$ cat config.mk
export PLATFORM = sky130hd
export DESIGN_NAME = qrs_sqrt
export DESIGN_NICKNAME = d
export VERILOG_FILES = /design/src/rtl/qrs_sqrt.sv
export SDC_FILE = /design/constraint.sdc
export NUM_CORES = 2
export LEC_CHECK = 0
export BUFFER_PORTS_ARGS = -buffer_cell sky130_fd_sc_hd__buf_2
export CAP_MARGIN = 5
export CORE_MARGIN = 5
export CORE_UTILIZATION = 45
export DETAILED_ROUTE_END_ITERATION = 16
export SLEW_MARGIN = 20
export SYNTH_ARGS = -nofsm -noshare
export SYNTH_HDL_FRONTEND = slang
export SYNTH_SLANG_ARGS = --single-unit
$ cat constraint.sdc
create_clock -name clk -period 22.4 [get_ports clk]
set_clock_uncertainty 0.15 [all_clocks]
set_input_delay 0 -clock clk [delete_from_list [all_inputs] [get_ports clk]]
set_output_delay 0 -clock clk [all_outputs]
set_load 0.05 [all_outputs]
$ cat src/rtl/qrs_sqrt.sv
module qrs_sqrt #(
	parameter int SW     = 33,
	parameter int SIDE_W = 8
) (
	input  logic              clk,
	input  logic              arst_n,
	input  logic              in_valid,
	output logic              in_ready,
	input  logic [2*SW-1:0]   x,
	input  logic [SIDE_W-1:0] side_in,
	output logic              out_valid,
	input  logic              out_ready,
	output logic [SW-1:0]     root,
	output logic [SIDE_W-1:0] side_out
);
	logic              v_s  [0:SW];
	logic [2*SW-1:0]   x_s  [0:SW];
	logic [SW-1:0]     r_s  [0:SW];
	logic [SW+1:0]     m_s  [0:SW];
	logic [SIDE_W-1:0] sd_s [0:SW];
	logic              rdy  [1:SW+1];

	assign v_s[0]      = in_valid;
	assign x_s[0]      = x;
	assign r_s[0]      = '0;
	assign m_s[0]      = '0;
	assign sd_s[0]     = side_in;
	assign rdy[SW+1]   = out_ready;
	assign in_ready    = rdy[1];

	for (genvar k = 1; k <= SW; k++) begin : g_step
		logic [SW+3:0] pre, trial, diff;
		logic          take;

		assign pre    = {m_s[k-1], x_s[k-1][2*SW-1 -: 2]};
		assign trial  = {2'b00, r_s[k-1], 2'b01};
		assign diff   = pre - trial;
		assign take   = pre >= trial;
		assign rdy[k] = !v_s[k] || rdy[k+1];

		always_ff @(posedge clk or negedge arst_n) begin
			if (!arst_n) v_s[k] <= 1'b0;
			else if (rdy[k]) v_s[k] <= v_s[k-1];
		end

		always_ff @(posedge clk) begin
			if (rdy[k] && v_s[k-1]) begin
				x_s[k]  <= x_s[k-1] << 2;
				r_s[k]  <= {r_s[k-1][SW-2:0], take};
				m_s[k]  <= take ? diff[SW+1:0] : pre[SW+1:0];
				sd_s[k] <= sd_s[k-1];
			end
		end
	end

	assign out_valid = v_s[SW];
	assign root      = r_s[SW];
	assign side_out  = sd_s[SW];
endmodule

==> metrics.yaml <==
run_status:
  status: "finished clean"
placed_design:
  placedCellCount: 13800
  place_ws_ps: 17040
  hpwl_um: 198000
  io_buffers: 120
  gp_routability_congestion: 0.938
grt:
  grt_pass1_wl_um: 426000
  grt_pass1_vias: 76400
  grt_antenna_before_repair: 12
  track_usage_pct: 17.2
  overflow: 0
  grt_max_degree: 86
final_layout:
  area_growth_pct: 13.1
  regArea_um2: 89400
  fin_cells: 14600
  layout_common_cells: "2948 x edfxtp_1, 751 x inv_1, 694 x nand2_1"
  multiInputGateArea_um2: 40800
  nNetsFinal: 11100
  fill_cells: 24800
  layout_commonest_cell: "edfxtp_1"
  layout-drive-gt1-share_pct: 8.14
clocking:
  cts_root_buffer: "clkbuf_16"
  cts_resized: 0
  cts_buffer_depth: 4
  htreeDepth: 5
  clk_pin_slew_ps: 60
  cts_made_buffers: 316
  cts_tree: "done"
  insertion_delay_ps: 890
  cts_sinks: 2981
timing:
  fmax_mhz: 177
  period_share_pct: 25.2
  tns_ps: 0
  setup_violations: 0
  slew-limit-headroom_pct: 9.91
  rsz0062_at_grt: "false"
  slew_viol_final: 0
  holdWs_ps: 113
  fin_crit_ps: 5650
  worstMarginPinSlew_ps: 1340
  fin_ws_ps: 16750
  hold_viol: 0
yosys:
  synth-edff-count: 2948
  ys_ff_latch: 2981
  ys_types: 94
  ys.flop_type: "edfxtp_1"
  yosysTopAreaCell: "edfxtp_1"
  synth_xor_area_share_pct: 5.79
  async_reset_ff_share_pct: 1.11
  syn_nets: 10600
  netlist_top_cells_area: "edfxtp_1 66%, ha_1 5.6%, xor2_1 2.9%"
  synth.top_cell.area_share_pct: 66.4
  synth.area.mux_share_pct: 0.793
  synth_area_um2: 133000
  synth_fa_ha_area_share_pct: 5.60
  synth_top_family_by_area: "simple AND/OR/NAND/NOR gates"
  yosysSeqAreaShare_pct: 67.0
  synth-simple-area-share_pct: 9.63
  synth_compound_area_share_pct: 8.53
  syn_avg_cell_area_um2: 13.5
  yosysWarningCount: 0
  syn_inst: 9886
routing:
  drc: 0
  drt_first_pass_iters: 5
  vias_per_cell: 5.30
  routed_wl_um: 267000
  drt-initial-drc-count: 5962
  post_drt_wl_per_cell_um: 18.3
  postRouteAntennaNets: 0
  vias: 77300
floorplanning:
  core_um2: 294000
  start_util_pct: 45.3
  num_rows: 199
  die_w_um: 554
  die_h_um: 554
  boundaryPins: 121
  die-area_um2: 307000
worst_setup_path:
  crit_type: "reg -> out"
  crit_path_end_kind: "primary output"
  reg2reg_from: "v_s[1]"
  r2r_slack_ps: 16900
  required_ps: 22250
  worstPathArrival_ps: 5500
  startpoint_type: "register"
  crit_fanout: 9
  r2r-end: "x_s[2164]"
  rr_worst_depth: 12
min_path:
  hold_depth: 5
  hp-class: "in -> reg"
  min-delay-start: "out_ready"
  worstHoldEndpoint: "v_s[3]"
pwr:
  ir_worst_vdd_mv: 0.0697
  p_leak_nw: 56.2
  power_density_nw_per_um2: 126
flow_run:
  drv_cap: 0
## state kept, by name (all words and copies together) (netlist names)
| signal | flops |
|---|---|
| out_valid | 1 |
| root | 33 |
| side_out | 8 |
| x_s | 992 |
| v_s | 32 |
| sd_s | 256 |
| g_step.trial | 528 |
| g_step.pre | 1131 |
## final cells by class
cell class / instances / area share [%]
sequential: 2981 / 59.3
antenna: 4 / 0.00664
inverter: 757 / 1.88
clock buffer: 393 / 5.57
tap: 3919 / 3.25
timing repair buffer: 354 / 1.83
clock inverter: 176 / 1.12
multi-input combinational: 5990 / 27.1
## what timing repair did
item,CTS,global route
hold buffers,157,0
buffers inserted,0,0
hold endpoints to repair,243,0
endpoints found under the setup margin,0,0
## cell families after synthesis
logic type                 after synthesis
muxes                                   96
other                                    1
DFF                                   2981
AOI/OAI and AO/OA                     1839
xor gates and xnor gates               881
buffers and inverters                  915
and+or+nand+nor                       2577
adders and majority gates              596
## per-stage QoR
stage	cell area [um^2]	util (%)	total power [mW]
3_3_place_gp	139000	47.2	13.7
6_report	151000	51.2	18.9
3_5_place_dp	139000	47.2	13.9
2_1_floorplan	133000	-	12.4
5_1_grt	151000	51.2	20.1
4_1_cts	151000	51.2	19.1
## critical path, cell delays in order, from the launching register on
cell and delay (ps):
dfrtp_1 380, and4b_1 360, and2_1 250, nand2_1 170, nor4_1 690, nand4_1 590
nor3_1 970, and3_1 430, nand2_1 120, nor2_1 260, inv_1 140, buf_2 240
## how the worst max path moves through the flow
stage | from | endpoint | cells after the start
after floorplan | out_valid | g_step[5].pre[0] | 7
after global placement | v_s[1] | x_s[2170] | 12
after detailed placement | v_s[1] | x_s[2167] | 12
after CTS | v_s[1] | in_ready | 11
after global routing | v_s[1] | in_ready | 11
final | v_s[1] | in_ready | 11
## power by group
group	internal (mW)	total, mW	switching [mW]
clock	2.98	5.06	2.08
combinational	2.27	5.39	3.12
sequential	7.76	8.49	0.729
total	13.0	18.9	5.94
## cell usage after synthesis (17+ instances only)
library cell	n
or4_1	57
o211ai_1	34
dfrtp_1	33
o21bai_1	62
o31ai_1	71
nand2_1	694
xor2_1	441
or2_2	59
o31a_1	17
clkbuf_1	135
inv_1	751
o21a_1	118
xnor2_1	440
nand3b_1	33
edfxtp_1	2948
o21ai_0	519
ha_1	596
and2_1	48
mux2_2	76
nand3_1	151
nor4_1	135
nor3_1	258
nand4_1	88
a211oi_1	36
a21o_1	196
mux2i_1	19
nor2b_1	89
nor3b_1	25
nor2_1	556
a21oi_1	528
and3_1	53
or3_1	110
nand2b_1	157
o41ai_1	19
a31oi_1	49
a21boi_0	21
## metal layers
layer	wire length [um]	GRT usage, %
met1	120000	23.8
met3	13500	2.57
met2	126000	28.5
met5	0	0
met4	7300	4.54
Power figures use the tool's default switching activity.
