### src/rtl/qrs_pkg.sv
package qrs_pkg;

	localparam int ROOT_WIDTH = 34;

	typedef enum logic [1:0] {
		STAT_NONE  = 2'd0,
		STAT_ONE   = 2'd1,
		STAT_TWO   = 2'd2,
		STAT_AZERO = 2'd3
	} stat_t;

endpackage

### src/rtl/qrs_front.sv
module qrs_front #(
	parameter int W = 16,
	parameter int F = 16
) (
	input  logic                    clk,
	input  logic                    arst_n,
	input  logic                    in_valid,
	output logic                    in_ready,
	input  logic signed [W-1:0]     coef_a,
	input  logic signed [W-1:0]     coef_b,
	input  logic signed [W-1:0]     coef_c,
	output logic                    out_valid,
	input  logic                    out_ready,
	output logic [2*W:0]            disc,
	output qrs_pkg::stat_t          stat,
	output logic [W-1:0]            amag,
	output logic                    aneg,
	output logic signed [W+F:0]     base
);
	import qrs_pkg::*;

	localparam int DW = 2 * W + 1;
	localparam int BW = W + F + 1;

	logic [W-1:0]     am, bm, cm;
	logic             rdy1, rdy2;

	logic             v_s1;
	logic [2*W-1:0]   b2_s1, ac_s1;
	logic [W-1:0]     am_s1, bm_s1;
	logic             an_s1, bn_s1, sub_s1, az_s1;

	logic [2*W+1:0]   b2x, ac4, dsum, ddif, dsel;
	logic             lt;
	logic [BW-1:0]    bsh;
	stat_t            stat_n;

	logic             v_s2;
	logic [DW-1:0]    disc_s2;
	stat_t            stat_s2;
	logic [W-1:0]     am_s2;
	logic             an_s2;
	logic [BW-1:0]    base_s2;

	assign am = coef_a[W-1] ? W'(~coef_a + 1'b1) : W'(coef_a);
	assign bm = coef_b[W-1] ? W'(~coef_b + 1'b1) : W'(coef_b);
	assign cm = coef_c[W-1] ? W'(~coef_c + 1'b1) : W'(coef_c);

	assign rdy2     = !v_s2 || out_ready;
	assign rdy1     = !v_s1 || rdy2;
	assign in_ready = rdy1;

	always_ff @(posedge clk or negedge arst_n) begin
		if (!arst_n) begin
			v_s1 <= 1'b0;
			v_s2 <= 1'b0;
		end else begin
			if (rdy1) v_s1 <= in_valid;
			if (rdy2) v_s2 <= v_s1;
		end
	end

	always_ff @(posedge clk) begin
		if (rdy1 && in_valid) begin
			b2_s1  <= bm * bm;
			ac_s1  <= am * cm;
			am_s1  <= am;
			bm_s1  <= bm;
			an_s1  <= coef_a[W-1];
			bn_s1  <= coef_b[W-1];
			sub_s1 <= (cm != '0) && (coef_a[W-1] == coef_c[W-1]);
			az_s1  <= (am == '0);
		end
	end

	assign b2x  = {2'b00, b2_s1};
	assign ac4  = {ac_s1, 2'b00};
	assign dsum = b2x + ac4;
	assign ddif = b2x - ac4;
	assign lt   = b2x < ac4;
	assign dsel = sub_s1 ? ddif : dsum;
	assign bsh  = BW'(bm_s1) << F;

	always_comb begin
		if (az_s1) stat_n = STAT_AZERO;
		else if (sub_s1 && lt) stat_n = STAT_NONE;
		else if (dsel == '0) stat_n = STAT_ONE;
		else stat_n = STAT_TWO;
	end

	always_ff @(posedge clk) begin
		if (rdy2 && v_s1) begin
			disc_s2 <= dsel[DW-1:0];
			stat_s2 <= stat_n;
			am_s2   <= am_s1;
			an_s2   <= an_s1;
			base_s2 <= bn_s1 ? bsh : BW'(~bsh + 1'b1);
		end
	end

	assign out_valid = v_s2;
	assign disc      = disc_s2;
	assign stat      = stat_s2;
	assign amag      = am_s2;
	assign aneg      = an_s2;
	assign base      = base_s2;
endmodule

### config.mk
export PLATFORM = sky130hd
export DESIGN_NAME = qrs_front
export DESIGN_NICKNAME = d
export VERILOG_FILES = /design/src/rtl/qrs_pkg.sv /design/src/rtl/qrs_front.sv
export SDC_FILE = /design/constraint.sdc
export NUM_CORES = 1
export LEC_CHECK = 0
export BUFFER_PORTS_ARGS = -buffer_cell sky130_fd_sc_hd__buf_2
export CELL_PAD_IN_SITES_DETAIL_PLACEMENT = 0
export CELL_PAD_IN_SITES_GLOBAL_PLACEMENT = 1
export CORE_MARGIN = 2
export CORE_UTILIZATION = 45
export DETAILED_ROUTE_END_ITERATION = 10
export PLACE_DENSITY = 0.85
export SYNTH_ARGS = -nofsm -noshare
export SYNTH_HDL_FRONTEND = slang
export SYNTH_SLANG_ARGS = --single-unit
export TNS_END_PERCENT = 1
### constraint.sdc
create_clock -name clk -period 9.2 [get_ports clk]
set_input_delay 1.84 -clock clk [delete_from_list [all_inputs] [get_ports clk]]
set_output_delay 1.84 -clock clk [all_outputs]
set_load 0.01 [all_outputs]
==> metrics.yaml, run 1 <==
clock_network:
  clkTransAtPathRegs_ns: 0.08
  numCtsBuffers: 17
  clk_path_buf_depth: 2
  cts_hold_buffers: 0
  cts_sinks: 167
  htree_num_levels: 4
  root_buffer: "clkbuf_16"
  cts_tree: "built"
  clk_latency_ns: 0.49
timing:
  setup_viol: 0
  layout_min_cycle_time_ns: 8.96
  hold_ws_ns: 0.421
  worst_pin_slew_ns: 1.26
  min_period_over_period: 0.974
  slew_headroom: 0.155
  fin_worst_skew_ns: 0.0107
  max_freq_mhz: 112
  hold_viol: 0
  rsz0062_at_grt: "yes"
  slew_viol_final: 0
critical_path:
  end_kind: "flip-flop"
  crit_arrival_ns: 9.20
  path_max_fanout: 4
  crit_required_ns: 9.44
  crit_start: "coef_b[7]"
  critPathKind: "in -> reg"
  reg2regPathDepth: 10
  reg2reg_setup_slack_ns: 4.29
  r2r-end: "stat[1]"
  reg2reg_from: "sub_s1"
  cp-start-kind: "input port"
cells_and_area:
  postLayoutCoreUtil: 0.517
  drive_above_1_share: 0.127
  final_nets: 3614
  final_area_sq_um: 28600
  area_growth_pct: 12.9
  diodes: 0
floorplan:
  std_cell_rows: 86
  die_area_sq_um: 58200
  ioPinCount: 139
  fp.dieH_um: 241
  core_area_sq_um: 55300
  floorplan.initialDensity: 0.458
  die_w_um: 241
synthesis:
  syn_inst: 2701
  synth_warnings: 0
  synth-async-reset-ratio: 0.0120
  synth_adder_area_share: 0.414
  synthSimpleGateAreaFrac: 0.130
  yosysSeqAreaShare: 0.198
  synth_xor_area_frac: 0.0529
  muxShareOfSynthArea: 0.00129
  syn_area_per_cell_sq_um: 9.37
  synth-main-ff-cell: "edfxtp_1"
  synth_cell_types: 87
  synth-seq-cells: 167
  syn_area_sq_um: 25300
  synth_top_family_by_area: "adder cells"
  synth_compound_area_frac: 0.106
  synth-edff-count: 165
global_route:
  antenna_found_initial: 2
  gr-usage-all-layers: 0.242
  grt_first_pass_wirelength_um: 108000
  grt_overflow_total: 0
  grt_pass1_vias: 20700
  grt_start_max_net_pins: 81
placement:
  hpwl_um: 55800
  gp_congestion: 0.926
  io_buffers: 121
  postPlaceCellArea_sq_um: 27900
outcome:
  status: "complete, no violations"
routing:
  wl_per_cell_um: 18.1
  num_vias: 19700
  remaining_drc_errors: 0
  postRouteWirelength_um: 66800
  ant_nets: 0
  drtIter0Drc: 1368
  drt-pass1-iter-count: 5
  vias_per_cell: 5.32
worst_hold_path:
  whs_endpoint: "amag[7]"
  hp-class: "reg -> reg"
  holdPathStages: 0
  min_from: "am_s1[7]"
job:
  drv_cap: 0
## sequential cells by signal (all words and copies together), names as in the netlist
| name | flops |
|---|---|
| ac_s1 | 32 |
| disc | 32 |
| b2_s1 | 31 |
| am_s1 | 16 |
| amag | 16 |
| base | 16 |
| bm_s1 | 15 |
| stat | 2 |
| an_s1 | 1 |
| aneg | 1 |
| az_s1 | 1 |
| bn_s1 | 1 |
| out_valid | 1 |
| sub_s1 | 1 |
| v_s1 | 1 |
## repair_timing
item,4_1_cts,5_1_grt
endpoints found under the setup margin,0,10
gates resized for setup,0,18
setup buffers,0,0
## through the flow
stage          instances  TNS (ns)  setup slack [ns]
2_1_floorplan       2727         0            0.0276
4_1_cts             3700         0            0.0865
3_5_place_dp        3668     -2.91            -0.401
6_report            3700         0             0.241
3_3_place_gp        3668    -0.902            -0.197
5_1_grt             3700   -0.0238           -0.0238
## placed cells by master (no fill, tap or decap), types with 18 or more instances in the layout
master    netlist  routed
inv_1         523     520
fa_1          359     359
ha_1          264     262
nand2_1       258     258
nor2_1        246     246
edfxtp_1      165     165
buf_4          23     162
buf_2           8     121
a21oi_1       107     107
xnor2_1        94      92
xor2_1         59      57
o21ai_0        59      52
a21o_1         50      50
nor3_1         47      47
o31ai_1        31      30
nand2b_1       28      28
conb_1          2      28
nor4_1         22      20
nand3_1        19      19
o21bai_1       19      19
o21a_1         18      18
nor2b_1        18      18
## layout make-up
cell class	count	area (sq um)
inverter	537	2020
sequential	167	5000
timing repair buffer	288	1920
clock buffer	17	425
clock inverter	15	205
tap	748	936
fill	5173	26700
multi-input combinational	1928	18100
## critical path, cell delays in order
cell      delay [ns]
buf_2           0.10
or4_1           0.56
or3_1           0.40
or4_1           0.51
o31ai_1         0.29
xor2_1          0.13
nor2_1          0.15
inv_1           0.07
fa_1            0.50
fa_1            0.54
inv_1           0.05
fa_1            0.48
fa_1            0.50
fa_1            0.49
inv_1           0.05
fa_1            0.48
inv_1           0.05
ha_1            0.22
or3_1           0.41
o21ai_2         0.12
a311oi_4        0.07
nor2_1          0.19
o21ai_1         0.11
a31oi_1         0.25
o21ai_0         0.13
buf_4           0.16
a41oi_1         0.25
xnor2_1         0.09
## kinds of logic (layout without fill, tap and decap cells)
group           after synthesis  after routing
compound gates              393            393
other cells                   2             28
buf+inv                     632            857
xor+xnor                    153            153
mux                           3              3
simple gates                728            728
fa+ha+maj                   623            623
flops                       167            167
## worst max path at each step
stage / cells after the start / end / slack (ns)
5_1_grt: 28 / b2_s1[29] / -0.02
2_1_floorplan: 29 / ac_s1[29] / 0.03
3_5_place_dp: 28 / b2_s1[29] / -0.40
3_3_place_gp: 28 / b2_s1[29] / -0.20
6_report: 28 / b2_s1[29] / 0.24
4_1_cts: 28 / b2_s1[29] / 0.09
## Yosys cell counts (all sizes together), types with 7 or more instances
master   count  area [sq um]
and3        15          93.8
a21o        50           375
nand2b      28           175
nand4       11          68.8
ha         264          3300
and2        17           106
a211oi      13          97.6
nor2       246           923
inv        525          1970
xor2        59           517
a2111oi      8          88.8
o21bai      19           143
o41ai        7          61.3
nor2b       18           113
or4         12          90.1
nand2      258           968
o31ai       31           233
nor3        48           245
a221oi       7          85.1
a31oi       14          93.8
edfxtp     165          4950
nor4        25           175
fa         359          7190
clkinv      12          45.0
buf         33           220
clkbuf      62           233
or2          9          56.3
nand3       19          95.1
xnor2       94           823
o21ai       62           310
o21a        18           135
a21oi      110           562
## layer usage
metal	global-route usage	up-vias	share of wire
li1	-	9168	-
met2	0.387	571	0.46
met4	0.0692	2	0.019
met5	0	-	0.00027
met3	0.0462	78	0.071
met1	0.336	9862	0.45
Power of run 1 is not shown: default switching activity piles up to over one toggle a cycle in this logic, so the estimate is an artifact.
==> run 2: changes to the inputs <==
==> constraint.sdc (replaced) <==
create_clock -name clk -period 8.94 [get_ports clk]
set_input_delay 1.788 -clock clk [delete_from_list [all_inputs] [get_ports clk]]
set_output_delay 1.788 -clock clk [all_outputs]
set_load 0.01 [all_outputs]
==> run 2 against run 1 <==
Effect of this change: via count rose by 1.8%; sequential share of layout area fell by 0.28 points; flip-flop and latch count did not move; wire length rose by 0.84%.
==> metrics.yaml, run 2 (synthesized netlist as in run 1, its figures left out) <==
critical_path:
  r2r-end: "stat[1]"
  critPathKind: "in -> reg"
  crit_start: "coef_b[7]"
  reg2regPathDepth: 10  # unchanged
  reg2reg_from: "sub_s1"
  crit_arrival_ns: 8.92  # -0.28 ns
  path_max_fanout: 4  # unchanged
  end_kind: "flip-flop"
  crit_end: "b2_s1[29]"
  cp-start-kind: "input port"
  crit_required_ns: 9.18  # -0.26 ns
  reg2reg_setup_slack_ns: 4.01  # -0.28 ns
job:
  drv_cap: 0  # unchanged
clock_network:
  clk_path_buf_depth: 2  # unchanged
  cts_tree: "built"
  numCtsBuffers: 17  # unchanged
  cts_sinks: 167  # unchanged
  root_buffer: "clkbuf_16"
  htree_num_levels: 4  # unchanged
  cts_hold_buffers: 0  # unchanged
  clk_latency_ns: 0.48  # about the same
  clkTransAtPathRegs_ns: 0.08  # about the same
cells_and_area:
  ff_latch_area_sq_um: 5000  # unchanged
  postLayoutCoreUtil: 0.525  # +0.00842
  layout_commonest_cell: "inv_1"
  final_nets: 3667  # +1.5%
  drive_above_1_share: 0.148  # +0.0207
  fin_cells: 3753  # +1.4%
  area_growth_pct: 14.7
  fillers: 5124  # -0.95%
  diodes: 0  # unchanged
  mostFrequentLayoutCells: "inv_1 (518), fa_1 (359), ha_1 (261)"
  final_area_sq_um: 29000  # +1.6%
  multiInputGateArea_sq_um: 18200  # +0.51%
global_route:
  grt_pass1_vias: 20800  # +0.93%
  gr-usage-all-layers: 0.244  # +0.00135
  grt_first_pass_wirelength_um: 109000  # +1.1%
  grt_overflow_total: 0  # unchanged
  antenna_found_initial: 1  # -1
  grt_start_max_net_pins: 79  # -2.5%
floorplan:
  ioPinCount: 139  # unchanged
  core_area_sq_um: 55300  # unchanged
  die_area_sq_um: 58200  # unchanged
  die_w_um: 241  # unchanged
  floorplan.initialDensity: 0.458  # unchanged
  std_cell_rows: 86  # unchanged
  fp.dieH_um: 241  # unchanged
routing:
  drtIter0Drc: 1356  # -0.88%
  vias_per_cell: 5.34  # +0.38%
  num_vias: 20000  # +1.8%
  drt-pass1-iter-count: 7  # +2
  postRouteWirelength_um: 67400  # +0.84%
  ant_nets: 0  # unchanged
  wl_per_cell_um: 18.0  # -0.59%
  remaining_drc_errors: 0  # unchanged
timing:
  min_period_over_period: 0.971
  hold_viol: 0  # unchanged
  max_freq_mhz: 115
  worst_slack_ns: 0.257  # +0.0161 ns
  layout_min_cycle_time_ns: 8.68
  worst_pin_slew_ns: 1.06  # -0.199 ns
  fin_worst_skew_ns: 0.00988  # -0.000873 ns
  slew_headroom: 0.289  # +0.134
  setup_viol: 0  # unchanged
  slew_viol_final: 0  # unchanged
placement:
  post-place-ws_ns: -0.431  # -0.0293 ns
  gp_congestion: 0.929  # +0.31%
  postPlaceCellArea_sq_um: 28300  # +1.4%
  dpl.cell_count: 3719  # +1.4%
  hpwl_um: 55900  # +0.19%
  io_buffers: 121  # unchanged
outcome:
  status: "complete, no violations"
worst_hold_path:
  hp-class: "reg -> reg"
run 2: cell count changes in the layout (fill, tap and decap cells not counted), moves of 3 or more:
cell and delta:
o21ai_1 -4, o21ai_2 +3, buf_4 +53, a311oi_2 +3
run 2: timing repair:
item,4_1_cts,5_1_grt
resized for setup,0,31
buffers inserted,0,2
endpoints found under the setup margin,0,14
run 2: worst min-delay path by stage:
stage	startpoint	to	slack [ns]	depth (start not counted)
after CTS	am_s1[7]	amag[7]	0.42	0
after global routing	an_s1	aneg	0.43	0
after detailed placement	am_s1[2]	amag[2]	0.40	0
final	am_s1[2]	amag[2]	0.42	0
after global placement	an_s1	aneg	0.40	0
after floorplan	am_s1[0]	amag[0]	0.40	0
run 2: metrics by stage:
step,hold slack [ns],TNS (ns)
4_1_cts,0.422,0
2_1_floorplan,0.400,-0.229
3_3_place_gp,0.402,-1.78
5_1_grt,0.429,-0.0191
3_5_place_dp,0.405,-4.17
6_report,0.420,0
run 2: cell type report:
type	instances	area share
multi-input cells	1928	0.625
clock inverters	15	0.00642
clock buffers	17	0.0146
flip-flops and latches	167	0.172
repair buffers	341	0.0796
inverters	537	0.0696
well taps	748	0.0322
run 2: routing by layer:
metal / GRT usage / wire length [um]
met1: 0.340 / 30000
met2: 0.394 / 31700
met3: 0.0377 / 4250
met4: 0.0696 / 1400
met5: 0 / 10
run 2: worst max-delay path, stage by stage:
cell	delay, ns
buf_2	0.11
or4_1	0.54
or3_1	0.38
or4_1	0.49
o21ai_2	0.18
xor2_2	0.21
inv_1	0.13
nand2_1	0.14
fa_1	0.47
fa_1	0.55
inv_1	0.06
fa_1	0.48
fa_1	0.46
fa_1	0.51
inv_1	0.05
fa_1	0.48
inv_1	0.04
ha_1	0.29
or3_1	0.11
o21ai_0	0.14
a311oi_2	0.40
nor2_2	0.11
o21ai_2	0.19
a31oi_2	0.12
o21ai_2	0.19
a41oi_1	0.17
xnor2_1	0.15
Power of run 2 is left out for the same reason.
==> run 3: changes to the inputs <==
--- a/config.mk
+++ b/config.mk
@@ -5,10 +5,10 @@
 export SDC_FILE = /design/constraint.sdc
 export NUM_CORES = 1
 export LEC_CHECK = 0
-export BUFFER_PORTS_ARGS = -buffer_cell sky130_fd_sc_hd__buf_2
+export BUFFER_PORTS_ARGS = -buffer_cell sky130_fd_sc_hd__clkbuf_2
 export CELL_PAD_IN_SITES_DETAIL_PLACEMENT = 0
 export CELL_PAD_IN_SITES_GLOBAL_PLACEMENT = 1
-export CORE_MARGIN = 2
+export CORE_ASPECT_RATIO = 0.6
 export CORE_UTILIZATION = 45
 export DETAILED_ROUTE_END_ITERATION = 10
 export PLACE_DENSITY = 0.85
==> run 3 against run 2 <==
Effect of this change: die area decreased by 1.6%; non-clock buffer count increased by 25; sequential share of layout area is 0.13 points lower; wire length is 5.6% higher; setup slack worse by 0.027 ns; via count rose by 2.0%; register-to-register slack lost 0.05 ns; cell count rose by 0.67%; design area up 0.77%; count of clock-buffer cells in the layout did not move; largest cell class unchanged; highest routed layer unchanged.
==> metrics.yaml, run 3 (synthesized netlist as in run 1, its figures left out) <==
outcome:
  status: "complete, no violations"
routing:
  drt-pass1-iter-count: 6  # -1
  drtIter0Drc: 1964  # +45%
  vias_per_cell: 5.41  # +1.4%
  wl_per_cell_um: 18.8  # +4.9%
  ant_nets: 0  # unchanged
  postRouteWirelength_um: 71200  # +5.6%
  remaining_drc_errors: 0  # unchanged
  num_vias: 20400  # +2.0%
floorplan:
  die_area_sq_um: 57200  # -1.6%
  fp.dieH_um: 186  # -23%
  floorplan.initialDensity: 0.462  # +0.00397
  std_cell_rows: 66  # -23%
  die_w_um: 308  # +28%
  core_area_sq_um: 54800  # -0.86%
  ioPinCount: 139  # unchanged
critical_path:
  crit_required_ns: 9.17  # about the same
  path_common_cell: "fa_1"
  end_kind: "flip-flop"
  crit_arrival_ns: 8.94  # +0.02 ns
  slowest_delay_ns: 0.55  # about the same
  path_delay_family: "adder cells"
  cp-start-kind: "input port"
  crit_buf_inv: 6  # +1
  crit_path_top_delay_cell: "or4_1"
  critPathKind: "in -> reg"
  path_max_fanout: 4  # unchanged
timing:
  min_period_over_period: 0.974  # +0.00301
  setup_viol: 0  # unchanged
  hold_viol: 0  # unchanged
  rsz0062_at_grt: "yes"
  setup_tns_ns: 0  # unchanged
  layout_min_cycle_time_ns: 8.71  # +0.0269 ns
  fin_worst_skew_ns: 0.0162  # +0.00628 ns
  slew_headroom: 0.236  # -0.0537
  worst_slack_ns: 0.230  # -0.0269 ns
  worst_pin_slew_ns: 1.15  # +0.0877 ns
  max_freq_mhz: 115  # -0.31%
  slew_viol_final: 0  # unchanged
cells_and_area:
  final_area_sq_um: 29300  # +0.77%
  area_growth_pct: 15.6
  final_nets: 3692  # +0.68%
  mostFrequentLayoutCells: "inv_1 (520), fa_1 (359), ha_1 (261)"
  layout_commonest_cell: "inv_1"
  diodes: 0  # unchanged
  drive_above_1_share: 0.156  # +0.00835
clock_network:
  clk_latency_ns: 0.48  # about the same
  cts_sinks: 167  # unchanged
  root_buffer: "clkbuf_16"
  clk_path_buf_depth: 2  # unchanged
  clkTransAtPathRegs_ns: 0.08  # about the same
  htree_num_levels: 4  # unchanged
  cts_tree: "built"
  numCtsBuffers: 17  # unchanged
placement:
  hpwl_um: 59800  # +6.9%
  post-place-ws_ns: -0.580  # -0.149 ns
  gp_congestion: 1.01  # +8.4%
  postPlaceCellArea_sq_um: 28400  # +0.53%
  io_buffers: 121  # unchanged
global_route:
  grt_first_pass_wirelength_um: 112000  # +2.5%
  grt_overflow_total: 0  # unchanged
  grt_pass1_vias: 20500  # -1.8%
  antenna_found_initial: 2  # +1
  grt_start_max_net_pins: 76  # -3.8%
  gr-usage-all-layers: 0.257  # +0.0133
worst_hold_path:
  hp-class: "reg -> reg"
job:
  drv_cap: 0  # unchanged
-- run 3: what timing repair did --
action	4_1_cts	5_1_grt
buffers inserted	0	7
gates resized for setup	2	39
hold buffers	0	0
endpoints found under the setup margin	3	16
pin swaps	1	11
-- run 3: worst paths after layout --
check                      startpoint  slack, ns   endpoint  cells past startpoint
setup / recovery            coef_b[7]       0.23  b2_s1[29]                     29
hold / removal               am_s1[9]       0.43    amag[9]                      0
hold reg to reg              am_s1[9]       0.43    amag[9]                      0
max in group asynchronous      arst_n       7.75  out_valid                      1
setup reg to reg            b2_s1[10]       3.96    stat[1]                     12
min in group asynchronous      arst_n       1.09       v_s1                      1
-- run 3: through the flow --
step / util / hold WS [ns] / instances
after floorplan: - / 0.400 / 2727
after global placement: 0.519 / 0.404 / 3739
after detailed placement: 0.519 / 0.408 / 3739
after CTS: 0.530 / 0.426 / 3771
after global routing: 0.534 / 0.432 / 3778
final: 0.534 / 0.425 / 3778
-- run 3: area by class of cell --
| cell class | count | area, sq um |
|---|---|---|
| Clock buffer | 17 | 425 |
| Fill cell | 4965 | 25600 |
| Clock inverter | 15 | 185 |
| Multi-Input combinational cell | 1928 | 18200 |
| Tap cell | 748 | 936 |
| Inverter | 537 | 2020 |
| Sequential cell | 167 | 5000 |
| Timing Repair Buffer | 366 | 2500 |
-- run 3: layer usage --
layer	vias up	share of wire	track usage	wire, um
met5	-	0.00018	0	13
met1	10200	0.46	0.380	32700
met2	817	0.40	0.352	28600
met4	2	0.021	0.0619	1460
met3	99	0.12	0.0922	8420
li1	9327	-	-	-
Power of run 3 is left out for the same reason.
